--- config.mk ---
export PLATFORM = sky130hd
export DESIGN_NAME = zip64_extra_field_parser
export DESIGN_NICKNAME = d
export VERILOG_FILES = /design/src/hdl/zxf_pkg.sv /design/src/hdl/zxf_parser.sv /design/src/hdl/zxf_result_reg.sv /design/src/hdl/zip64_extra_field_parser.sv
export VERILOG_INCLUDE_DIRS = /design/src /design/src/hdl
export SDC_FILE = /design/constraint.sdc
export NUM_CORES = 1
export LEC_CHECK = 0
export BUFFER_PORTS_ARGS = -buffer_cell sky130_fd_sc_hd__buf_4
export CORE_MARGIN = 5
export CORE_UTILIZATION = 58
export CTS_CLUSTER_DIAMETER = 30
export CTS_CLUSTER_SIZE = 16
export DETAILED_ROUTE_END_ITERATION = 12
export HOLD_SLACK_MARGIN = 0.06
export PLACE_DENSITY = 0.8
export SYNTH_ARGS = -nofsm -noshare
export SYNTH_HDL_FRONTEND = slang
export SYNTH_SLANG_ARGS = --single-unit
export TNS_END_PERCENT = 5
--- constraint.sdc ---
create_clock -name clock -period 19.19 [get_ports clock]
set_input_delay 0.9595 -clock clock [delete_from_list [all_inputs] [get_ports clock]]
set_output_delay 0.9595 -clock clock [all_outputs]
set_load 0.03 [all_outputs]
--- src/hdl/zip64_extra_field_parser_assert.svh ---
// Assertion macros shared by the parser's RTL files.
`ifndef ZIP64_EXTRA_FIELD_PARSER_ASSERT_SVH
`define ZIP64_EXTRA_FIELD_PARSER_ASSERT_SVH
`ifndef SYNTHESIS
`define ZXF_ASSERT_IMPLY(label, clk, rst, ante, cons, msg) \
   label: assert property (@(posedge clk) disable iff (rst) (ante) |-> (cons)) \
      else $error(msg);
`define ZXF_ASSERT_NEXT(label, clk, rst, ante, cons, msg) \
   label: assert property (@(posedge clk) disable iff (rst) (ante) |=> (cons)) \
      else $error(msg);
`else
`define ZXF_ASSERT_IMPLY(label, clk, rst, ante, cons, msg)
`define ZXF_ASSERT_NEXT(label, clk, rst, ante, cons, msg)
`endif
`endif

--- src/hdl/zxf_pkg.sv ---
`default_nettype none
package zxf_pkg;

   typedef enum logic [1:0] {
      PH_HEADER,
      PH_SKIP,
      PH_DATA,
      PH_DONE
   } phase_type;

   typedef enum logic [1:0] {
      ST_OK        = 2'd0,
      ST_MALFORMED = 2'd1,
      ST_SHORT     = 2'd2
   } status_type;

   localparam logic [2:0] FLD_UNCOMP = 3'd0;
   localparam logic [2:0] FLD_COMP   = 3'd1;
   localparam logic [2:0] FLD_OFFSET = 3'd2;
   localparam logic [2:0] FLD_DISK   = 3'd3;
   localparam logic [2:0] FLD_NONE   = 3'd4;

   localparam logic [15:0] ZIP64_ID = 16'h0001;
   localparam logic [31:0] SENT32   = 32'hffff_ffff;
   localparam logic [15:0] SENT16   = 16'hffff;

   typedef struct packed {
      logic [7:0]  data_byte;
      logic        byte_present;
      logic        last_byte;
      logic [31:0] size_uncomp_short;
      logic [31:0] size_comp_short;
      logic [31:0] local_offset_short;
      logic [15:0] start_disk_short;
   } item_type;

   typedef struct packed {
      logic [63:0] uncomp_size;
      logic [63:0] comp_size;
      logic [63:0] local_offset;
      logic [31:0] start_disk;
      logic        record_found;
      status_type  parse_status;
   } result_type;

   typedef struct packed {
      logic       load;
      result_type result;
   } result_load_type;

endpackage
`default_nettype wire

--- src/hdl/zxf_parser.sv ---
`default_nettype none
`include "zip64_extra_field_parser_assert.svh"
module zxf_parser
   import zxf_pkg::*;
(
   input  logic       clock,
   input  logic       reset,
   input  logic       fire,
   input  item_type   item,
   output result_type result
);

   phase_type   phase_ff, phase_in;
   logic [1:0]  hbi_ff, hbi_in;
   logic [15:0] id_ff, id_in;
   logic [15:0] bytes_left_ff, bytes_left_in;
   logic [2:0]  wanted_ff, wanted_in;
   logic [2:0]  fbi_ff, fbi_in;
   logic [63:0] uncomp_ff, uncomp_in;
   logic [63:0] comp_ff, comp_in;
   logic [63:0] offset_ff, offset_in;
   logic [31:0] disk_ff, disk_in;
   logic        short_ff, short_in;

   logic [3:0]  need;
   logic [2:0]  w1;
   logic        field_end;
   logic        found;
   status_type  status;

   // Advance past fields that the header does not ask for, but only between fields.
   function automatic logic [2:0] skip_fields(input logic [2:0] wanted,
                                              input logic [2:0] fbi,
                                              input logic [3:0] need_mask);
      logic [2:0] w;
      w = wanted;
      if (fbi == 3'd0) begin
         for (int k = 0; k < 4; k++) begin
            if (w == 3'(k) && !need_mask[k]) begin
               w = w + 3'd1;
            end
         end
      end
      return w;
   endfunction

   always_comb begin
      phase_in      = phase_ff;
      hbi_in        = hbi_ff;
      id_in         = id_ff;
      bytes_left_in = bytes_left_ff;
      wanted_in     = wanted_ff;
      fbi_in        = fbi_ff;
      uncomp_in     = uncomp_ff;
      comp_in       = comp_ff;
      offset_in     = offset_ff;
      disk_in       = disk_ff;
      short_in      = short_ff;
      w1            = wanted_ff;
      field_end     = 1'b0;

      need[0] = item.size_uncomp_short == SENT32;
      need[1] = item.size_comp_short == SENT32;
      need[2] = item.local_offset_short == SENT32;
      need[3] = item.start_disk_short == SENT16;

      if (fire && item.byte_present) begin
         unique case (phase_ff)
            PH_HEADER: begin
               case (hbi_ff)
                  2'd0: id_in = {8'h00, item.data_byte};
                  2'd1: id_in = {item.data_byte, id_ff[7:0]};
                  2'd2: bytes_left_in = {8'h00, item.data_byte};
                  default: bytes_left_in = {item.data_byte, bytes_left_ff[7:0]};
               endcase
               if (hbi_ff == 2'd3) begin
                  hbi_in = 2'd0;
                  if (id_in == ZIP64_ID) begin
                     if (bytes_left_in == 16'd0) begin
                        wanted_in = skip_fields(wanted_ff, fbi_ff, need);
                        short_in  = wanted_in < FLD_NONE;
                        phase_in  = PH_DONE;
                     end else begin
                        phase_in = PH_DATA;
                     end
                  end else if (bytes_left_in != 16'd0) begin
                     phase_in = PH_SKIP;
                  end
               end else begin
                  hbi_in = hbi_ff + 2'd1;
               end
            end
            PH_SKIP: begin
               bytes_left_in = bytes_left_ff - 16'd1;
               if (bytes_left_in == 16'd0) begin
                  phase_in = PH_HEADER;
               end
            end
            PH_DATA: begin
               w1        = skip_fields(wanted_ff, fbi_ff, need);
               wanted_in = w1;
               if (w1 < FLD_NONE) begin
                  case (w1)
                     FLD_UNCOMP: uncomp_in[{fbi_ff, 3'b000} +: 8] =
                        uncomp_ff[{fbi_ff, 3'b000} +: 8] | item.data_byte;
                     FLD_COMP: comp_in[{fbi_ff, 3'b000} +: 8] =
                        comp_ff[{fbi_ff, 3'b000} +: 8] | item.data_byte;
                     FLD_OFFSET: offset_in[{fbi_ff, 3'b000} +: 8] =
                        offset_ff[{fbi_ff, 3'b000} +: 8] | item.data_byte;
                     default: disk_in[{fbi_ff[1:0], 3'b000} +: 8] =
                        disk_ff[{fbi_ff[1:0], 3'b000} +: 8] | item.data_byte;
                  endcase
                  field_end = (w1 == FLD_DISK) ? (fbi_ff == 3'd3) : (fbi_ff == 3'd7);
                  if (field_end) begin
                     fbi_in    = 3'd0;
                     wanted_in = w1 + 3'd1;
                  end else begin
                     fbi_in = fbi_ff + 3'd1;
                  end
               end
               bytes_left_in = bytes_left_ff - 16'd1;
               if (bytes_left_in == 16'd0) begin
                  wanted_in = skip_fields(wanted_in, fbi_in, need);
                  short_in  = wanted_in < FLD_NONE;
                  phase_in  = PH_DONE;
               end
            end
            default: begin
            end
         endcase
      end

      // The result reflects the state after this word.
      found  = phase_in == PH_DONE;
      status = ST_OK;
      if (found) begin
         status = short_in ? ST_SHORT : ST_OK;
      end else if (phase_in == PH_SKIP || phase_in == PH_DATA || hbi_in != 2'd0) begin
         status = ST_MALFORMED;
      end

      result.record_found = found;
      result.parse_status = status;
      if (found && status == ST_OK) begin
         result.uncomp_size  = need[0] ? uncomp_in : {32'd0, item.size_uncomp_short};
         result.comp_size    = need[1] ? comp_in : {32'd0, item.size_comp_short};
         result.local_offset = need[2] ? offset_in : {32'd0, item.local_offset_short};
         result.start_disk   = need[3] ? disk_in : {16'd0, item.start_disk_short};
      end else begin
         result.uncomp_size  = {32'd0, item.size_uncomp_short};
         result.comp_size    = {32'd0, item.size_comp_short};
         result.local_offset = {32'd0, item.local_offset_short};
         result.start_disk   = {16'd0, item.start_disk_short};
      end

      // The last word of a header returns the parser to its starting state.
      if (fire && item.last_byte) begin
         phase_in      = PH_HEADER;
         hbi_in        = 2'd0;
         id_in         = 16'd0;
         bytes_left_in = 16'd0;
         wanted_in     = FLD_UNCOMP;
         fbi_in        = 3'd0;
         uncomp_in     = 64'd0;
         comp_in       = 64'd0;
         offset_in     = 64'd0;
         disk_in       = 32'd0;
         short_in      = 1'b0;
      end
   end

   always_ff @(posedge clock) begin
      if (reset) begin
         phase_ff      <= PH_HEADER;
         hbi_ff        <= 2'd0;
         id_ff         <= 16'd0;
         bytes_left_ff <= 16'd0;
         wanted_ff     <= FLD_UNCOMP;
         fbi_ff        <= 3'd0;
         uncomp_ff     <= 64'd0;
         comp_ff       <= 64'd0;
         offset_ff     <= 64'd0;
         disk_ff       <= 32'd0;
         short_ff      <= 1'b0;
      end else begin
         phase_ff      <= phase_in;
         hbi_ff        <= hbi_in;
         id_ff         <= id_in;
         bytes_left_ff <= bytes_left_in;
         wanted_ff     <= wanted_in;
         fbi_ff        <= fbi_in;
         uncomp_ff     <= uncomp_in;
         comp_ff       <= comp_in;
         offset_ff     <= offset_in;
         disk_ff       <= disk_in;
         short_ff      <= short_in;
      end
   end

   `ZXF_ASSERT_NEXT(a_last_restarts, clock, reset, fire && item.last_byte, phase_ff == PH_HEADER && hbi_ff == 2'd0 && wanted_ff == FLD_UNCOMP, "parser did not restart after the last word")
   `ZXF_ASSERT_IMPLY(a_count_live, clock, reset, phase_ff == PH_SKIP || phase_ff == PH_DATA, bytes_left_ff != 16'd0, "record data phase with no bytes left")
   `ZXF_ASSERT_IMPLY(a_disk_lane, clock, reset, wanted_ff == FLD_DISK || wanted_ff == FLD_NONE, fbi_ff[2] == 1'b0, "field byte index out of range for the field")

endmodule
`default_nettype wire

--- src/hdl/zxf_result_reg.sv ---
`default_nettype none
module zxf_result_reg
   import zxf_pkg::*;
(
   input  logic            clock,
   input  logic            reset,
   input  result_load_type load_req,
   input  logic            rsp_stall,
   output logic            free,
   output logic            rsp_valid,
   output result_type      result
);

   logic       valid_ff, valid_in;
   result_type data_ff, data_in;

   // A held word that is being taken this cycle frees the slot.
   assign free = !valid_ff || !rsp_stall;

   always_comb begin
      valid_in = valid_ff && rsp_stall;
      data_in  = data_ff;
      if (load_req.load) begin
         valid_in = 1'b1;
         data_in  = load_req.result;
      end
   end

   always_ff @(posedge clock) begin
      if (reset) begin
         valid_ff <= 1'b0;
      end else begin
         valid_ff <= valid_in;
      end
   end

   always_ff @(posedge clock) begin
      data_ff <= data_in;
   end

   assign rsp_valid = valid_ff;
   assign result    = data_ff;

endmodule
`default_nettype wire

--- src/hdl/zip64_extra_field_parser.sv ---
`default_nettype none
// ZIP64 extended-information parser for one directory header's extra field.
// Input channel (req_): one extra-field byte per word, together with the
// header's 32-bit sizes, offset and 16-bit disk number; req_last_byte marks
// the final word. An empty extra field is one word with req_byte_present low
// and req_last_byte high. Result channel (rsp_): one word per header, carrying
// the resolved 64-bit sizes and offset, the 32-bit disk number, whether an
// id-1 record was found, and the parse status.
// Throughput is one input word per cycle while req_stall is low. A word is
// registered in the input register on acceptance and parsed from there; the
// result for a last word is then loaded into the output register.
// Synchronous reset empties both registers and returns the parser to the
// start of a record header. When rsp_stall holds a result, non-last words
// keep flowing; a last word waits in the input register, which then raises
// req_stall until the output register is free.
`include "zip64_extra_field_parser_assert.svh"
module zip64_extra_field_parser
   import zxf_pkg::*;
(
   input  logic        clock,
   input  logic        reset,
   input  logic        req_valid,
   output logic        req_stall,
   input  logic [7:0]  req_data_byte,
   input  logic        req_byte_present,
   input  logic        req_last_byte,
   input  logic [31:0] req_size_uncomp_short,
   input  logic [31:0] req_size_comp_short,
   input  logic [31:0] req_local_offset_short,
   input  logic [15:0] req_start_disk_short,
   output logic        rsp_valid,
   input  logic        rsp_stall,
   output logic [63:0] rsp_uncomp_size,
   output logic [63:0] rsp_comp_size,
   output logic [63:0] rsp_local_offset,
   output logic [31:0] rsp_start_disk,
   output logic        rsp_record_found,
   output logic [1:0]  rsp_parse_status
);

   logic            in_valid_ff, in_valid_in;
   item_type        item_ff, item_in;
   logic            take;
   logic            fire;
   logic            out_free;
   result_type      parsed;
   result_load_type load_req;
   result_type      rsp_word;

   assign fire      = in_valid_ff && (!item_ff.last_byte || out_free);
   assign req_stall = in_valid_ff && !fire;
   assign take      = req_valid && !req_stall;

   always_comb begin
      in_valid_in = in_valid_ff && !fire;
      item_in     = item_ff;
      if (take) begin
         in_valid_in            = 1'b1;
         item_in.data_byte          = req_data_byte;
         item_in.byte_present       = req_byte_present;
         item_in.last_byte          = req_last_byte;
         item_in.size_uncomp_short  = req_size_uncomp_short;
         item_in.size_comp_short    = req_size_comp_short;
         item_in.local_offset_short = req_local_offset_short;
         item_in.start_disk_short   = req_start_disk_short;
      end
   end

   always_ff @(posedge clock) begin
      if (reset) begin
         in_valid_ff <= 1'b0;
      end else begin
         in_valid_ff <= in_valid_in;
      end
   end

   always_ff @(posedge clock) begin
      item_ff <= item_in;
   end

   zxf_parser u_parser (
      .clock  (clock),
      .reset  (reset),
      .fire   (fire),
      .item   (item_ff),
      .result (parsed)
   );

   assign load_req.load   = fire && item_ff.last_byte;
   assign load_req.result = parsed;

   zxf_result_reg u_result_reg (
      .clock     (clock),
      .reset     (reset),
      .load_req  (load_req),
      .rsp_stall (rsp_stall),
      .free      (out_free),
      .rsp_valid (rsp_valid),
      .result    (rsp_word)
   );

   assign rsp_uncomp_size  = rsp_word.uncomp_size;
   assign rsp_comp_size    = rsp_word.comp_size;
   assign rsp_local_offset = rsp_word.local_offset;
   assign rsp_start_disk   = rsp_word.start_disk;
   assign rsp_record_found = rsp_word.record_found;
   assign rsp_parse_status = rsp_word.parse_status;

   `ZXF_ASSERT_IMPLY(a_load_slot_free, clock, reset, load_req.load, !(rsp_valid && rsp_stall), "result loaded over a stalled word")

endmodule
`default_nettype wire
# --- Word level (Yosys, flattened, before mapping) ---
# Index checks and enable logic that the tools add are counted.
word_totals:
  ff_bits: 618
  input_bits: 126
  elab_cells: 281
  output_inout_bits: 229
op_classes:
  eq_ne: 30
  muxes: 130
  n_addsub: 17
  bitwise_logic: 4
  n_reduce_logical: 57
  magnitude_cmp: 3
  shift: 10
op_table:
  columns: ["op", "n"]
  rows:
  - ["two-way mux 64 bit", 14]
  - ["two-way mux 3 bit", 74]
  - ["bitwise mux 64 bit", 3]
  - ["two-way mux 192 bit", 1]
  - ["two-way mux 32 bit", 6]
  - ["indexed part select 64 x 7 -> 8 bit", 3]
  - ["indexed part select 8 x 8 -> 64 bit", 3]
  - ["equality test 32 bit, second input constant", 3]
  - ["case mux 16 bit (2 select lines)", 3]
  - ["two-way mux 16 bit", 4]
  - ["variable shift 8 x 8 -> 64 bit, first input constant", 1]
  - ["adder 3 x 1 -> 3 bit, second input constant", 13]
  - ["bitwise mux 32 bit", 1]
  - ["logical NOT 16 bit", 2]
  - ["OR 8 bit", 4]
  - ["variable shift 8 x 7 -> 32 bit, first input constant", 1]
  - ["indexed part select 32 x 6 -> 8 bit", 1]
  - ["indexed part select 8 x 7 -> 32 bit", 1]
  - ["equality test 3 x 2 -> 1 bit, second input constant", 9]
  - ["two-way mux 2 bit", 11]
  - ["logical AND 1 bit", 18]
  - ["equality test 16 x 1 -> 1 bit, second input constant", 1]
  - ["equality test 16 bit, second input constant", 1]
  - ["nonzero test 16 bit", 1]
  - ["23 further kinds", 72]

# --- Depth between registers and ports, before layout ---
logic_depth:
  word_depth: 68
  mapped_depth: 62
  depth_no_buf: 59

# --- Modules after synthesis ---
# Synthesis repeated with hierarchy kept, for this count alone.
hier_totals:
  cells_unflattened: 2342
  area_unflattened_um2: 26683.1
modules_own_cells:
  columns: ["mod", "instances", "seq_area_each_um2", "area_each_um2", "cells_per_inst"]
  rows:
  - ["zxf_parser", 1, 5345.1, 16092.9, 1980]
  - ["zxf_result_reg", 1, 6836.6, 6849.1, 231]
  - ["zip64_extra_field_parser", 1, 3683.5, 3741.1, 131]

# --- Worst setup path before layout ---
# No wires, ideal clock.
synth_path:
  kind: "in2reg"
  from: "input rsp_stall"
  to: "register u_parser.comp_ff[63]"
  path_stages: 6
  required_time_ns: 19.062
  setup_time_ns: 0.128
  setup_slack_ns: 5.609
  arrival_time_ns: 13.453
  path_buffers: 3
  cell_sequence: "a21oi_1 or2_2 clkbuf_1 clkbuf_1 clkbuf_1 nor2_1"
synth_via:
  elab_chain_len: 6
  elab_cells_between_ends: 8
  cone_classes: "1 x mux; 7 x reduce/logical"
synth_rtl:
  columns: ["element", "line_no", "text"]
  rows:
  - ["start, declared", "zip64_extra_field_parser.sv:32", "input logic rsp_stall,"]
  - ["logical NOT 1 bit (*)", "zxf_result_reg.sv:18", "assign free = !valid_ff || !rsp_stall;"]
  - ["logical OR 1 bit (*)", "zxf_result_reg.sv:18", null]
  - ["logical OR 1 bit (*)", "zip64_extra_field_parser.sv:50", "assign fire = in_valid_ff && (!item_ff.last_byte || out_free);"]
  - ["logical AND 1 bit (*)", "zip64_extra_field_parser.sv:50", null]
  - ["logical AND 1 bit (on tied branches)", "zxf_parser.sv:67, zxf_parser.sv:157", null]
  - ["two-way mux 64 bit / OR reduction 2 bit (equally long branches)", null, null]
  - ["end signal, assigned", "zxf_parser.sv:193", "comp_ff <= comp_in;"]
  - ["end, declared", "zxf_parser.sv:20", "logic [63:0] comp_ff, comp_in;"]
# Mark *: on every way between the ends. The rest lies on a longest branch, timed or not.
# A chain may end at the register's enable or synchronous reset.

==> results by group <==
Run status
  – Outcome: finished, final reports clean

Logic synthesis
  – Adder-cell share of the synthesized area: 0.0183
  – Compound-Gate Fraction of Synth Area: 0.101
  – Simple-gate share of the synthesized area: 0.160
  – Syn Inst Count: about 2300
  – Synthesis-stage register bit count: between 600 and 700
  – Synth top area cells: edfxtp_1 39%, dfxtp_1 20%, nor2_1 6.9%, mux4_2 4.7%, mux2i_1 4.3%
  – Asr flop ratio synth: 0
  – Synth area leader: edfxtp_1
  – Sequential area share after synthesis: 0.594
  – Post-synth top area share: 0.393
  – Mean Syn Cell Area: between 10 and 15 sq um
  – Post-Syn Nets: 2512
  – Ys flop type: edfxtp_1
  – Largest family of logic cells by synthesized area: simple AND/OR/NAND/NOR gates
  – XOR/XNOR Fraction of Synth Area: 0.00525
  – Post-synth EDFFs: 349
  – Yosys Warn Count: 0
  – Yosys cell types: 91
  – Mux cell area share after synthesis: 0.0913
  – Mapped cell area: roughly 27000 sq um

Floorplanning
  – Die Wd: about 220 microns
  – Die area: ~50000 sq um
  – Core area: approximately 45000 sq um
  – Row count: between 70 and 80
  – Chip height: roughly 220 microns
  – IO Pins: 355
  – Starting Density: 0.587

CTS
  – PostCTS Resize Cnt: 0
  – Post-CTS Hold Buffers: 0
  – Clock slew at reported path FFs: roughly 0.060 ns
  – # clock sinks: 618
  – # Post-CTS Setup Buffers: 0
  – Clk_lat worst skew: a little under 0.7 ns
  – CTS H-tree depth: 3
  – Number of buffers created by CTS: roughly 120
  – Root buffer cell: clkbuf_16
  – Max clock buf depth: 3
  – CTS tree: built

Detailed routing
  – Antenna Nets Post-Route: 0
  – Pre-antenna DRT Iters: 6
  – DRT iter0 DRCs: about 2600
  – DRC viols: 0
  – Via count: around 21000
  – Wire per inst: 23.5 microns
  – Via density: about 6.1
  – WL final: between 70 and 80 mm

Min path
  – Hold path depth: 1
  – Hold Path Class: in -> reg

STA
  – Peak Freq: about 0.069 GHz
  – Final Hold Viols: 0
  – Min Tclk post-route: ~14 ns
  – Final max-slew violation count: 0
  – Slew headroom: 0.227
  – Clock skew: ~0.043 ns
  – Fin crit share: 0.753
  – RSZ-0062 raised after global routing: false
  – Setup TNS: 0 ns
  – Final setup viols: 0
  – Worst slew pin tran: 1.15 ns

Critical path
  – Worst setup EP type: register
  – Worst Setup EP: u_result_reg.result[171]$_DFFE_PP_
  – Worst flop-to-flop path endpoint: u_result_reg.result[171]$_DFFE_PP_
  – Register-to-Register Setup Slack: approximately 4.7 ns
  – Register-to-Register Path Depth: 58
  – Req. time, crit path: between 15 and 20 ns
  – CP max FO: 24
  – Setup crit start: item_ff[83]$_DFFE_PP_
  – CP Launch Type: register
  – Crit-path max cell delay: roughly 0.86 ns
  – Reg2reg start: item_ff[83]$_DFFE_PP_
  – Arrival time at the worst endpoint: ~15 ns
  – Worst path slowest cell: nor3b_4
  – Critical path's most frequent cell: ha_1
  – WS Path Type: reg -> reg

Cells and area
  – Final Non-Filler Cells: 3401
  – Nets@finish: about 2900
  – Commonest cells after routing, fill and taps aside: 494 x nor2_1, 373 x buf_4, 349 x edfxtp_1
  – Syn-to-layout area delta: 26.3%
  – Most common cell after layout, fill and taps aside: nor2_1
  – Layout cells sized above 1: 0.248

Placed design
  – Final Wtd Congestion: 0.915
  – Placed insts: between 3000 and 4000
  – Port Buf Inserts: approximately 350
  – Dpl hpwl: 52.2 mm

Global route
  – Total grt overflow: 0
  – Total global-route track usage: 0.307
  – Initial antenna violation count: 2
  – Vias in the first global route: between 20000 and 25000
  – Pin count of the biggest net entering global routing: between 150 and 200
  – First-pass GRT wire length: roughly 120 mm

Flow run
  – Max-cap violations: 0

Pwr
  – Pleak: approximately 0.013 uW
  – Maximum vdd drop: 0.0000936 V
  – Pwr Density: ~110 nW/um^2
==> worst min-delay path by stage <==
stage / to / slack (ns) / startpoint
6_report: item_ff[25]$_DFFE_PP_ / 0.45 / req_local_offset_short[9]
5_1_grt: item_ff[25]$_DFFE_PP_ / 0.44 / req_local_offset_short[9]
4_1_cts: item_ff[25]$_DFFE_PP_ / 0.43 / req_local_offset_short[9]
3_5_place_dp: u_parser.id_ff[0]$_SDFFE_PP0P_ / 0.49 / u_parser.id_ff[0]$_SDFFE_PP0P_
3_3_place_gp: u_parser.id_ff[1]$_SDFFE_PP0P_ / 0.48 / u_parser.id_ff[1]$_SDFFE_PP0P_
2_1_floorplan: u_parser.comp_ff[33]$_SDFF_PP0_ / 0.46 / u_parser.comp_ff[33]$_SDFF_PP0_
==> layer usage <==
| layer | vias up | wire length (microns) | track usage |
|---|---|---|---|
| met1 | 10100 | 29800 | 0.391 |
| met2 | 1211 | 39500 | 0.508 |
| met4 | 2 | 3170 | 0.136 |
| met5 | - | 7 | 0 |
| met3 | 210 | 7460 | 0.0690 |
| li1 | 9269 | - | - |
==> power breakdown <==
part | internal (uW) | switching [uW]
clock | 1310 | 735
sequential | 1430 | 17.6
combinational | 41.1 | 70.0
==> through the flow <==
| step | total power, uW | setup slack (ns) | util | hold WS (ns) | instance area (sq um) |
|---|---|---|---|---|---|
| after global routing | 3700 | 3.32 | 0.741 | 0.436 | 33700 |
| after floorplan | 1530 | 5.61 | - | 0.465 | 26700 |
| after CTS | 3610 | 4.88 | 0.741 | 0.426 | 33700 |
| final | 3600 | 4.74 | 0.741 | 0.452 | 33700 |
| after detailed placement | 1580 | 5.01 | 0.652 | 0.492 | 29600 |
| after global placement | 1580 | 5.40 | 0.652 | 0.480 | 29600 |
==> cells in the mapped netlist (all sizes together) (8+ instances only) <==
cell type    n
nand4       43
or2         11
nand2       98
nand3       27
a22oi       25
edfxtp     349
and3        13
nor3b        8
dfxtp      269
and2        24
a211oi      23
nand2b      21
buf         41
ha          39
nand3b      13
inv         32
nor3       102
nor2       494
a21boi      91
o21ai       66
clkbuf     103
mux4        56
a21oi      153
nor4        19
xnor2       11
mux2i      114
==> worst max-delay path, delay by kind of cell, from the launching register on <==
| kind | cells | cell delay [ns] |
|---|---|---|
| compound gates | 22 | 5.17 |
| fa+ha+maj | 11 | 2.10 |
| xor+xnor | 5 | 1.12 |
| mux | 2 | 0.89 |
| simple gates | 14 | 4.10 |
| flops | 1 | 0.34 |
| buf+inv | 4 | 0.36 |
==> state kept, by name, indices dropped and copies added (netlist names), 3 cells and up <==
| register | flops |
|---|---|
| u_parser.bytes_left_ff | 16 |
| u_parser.fbi_ff | 3 |
| u_parser.offset_ff | 64 |
| u_parser.disk_ff | 32 |
| u_parser.comp_ff | 64 |
| u_parser.uncomp_ff | 64 |
| item_ff | 122 |
| u_parser.wanted_ff | 3 |
| u_result_reg.result | 227 |
| u_parser.id_ff | 16 |
==> cell families (layout without fill, tap and decap cells) <==
group	after synthesis	count (layout)
xor+xnor	16	16
simple gates	905	905
mux	173	173
flops	618	618
other cells	0	4
fa+ha+maj	39	39
buf+inv	177	627
compound gates	419	419
==> layout make-up <==
class | instances | area, sq um
multi-input combinational | 1552 | 10100
antenna | 4 | 10.0
clock inverter | 73 | 830
sequential | 618 | 15900
fill | 2953 | 11800
inverter | 32 | 120
clock buffer | 147 | 3230
tap | 600 | 751
timing repair buffer | 375 | 2840
Power figures use the tool's default switching activity.
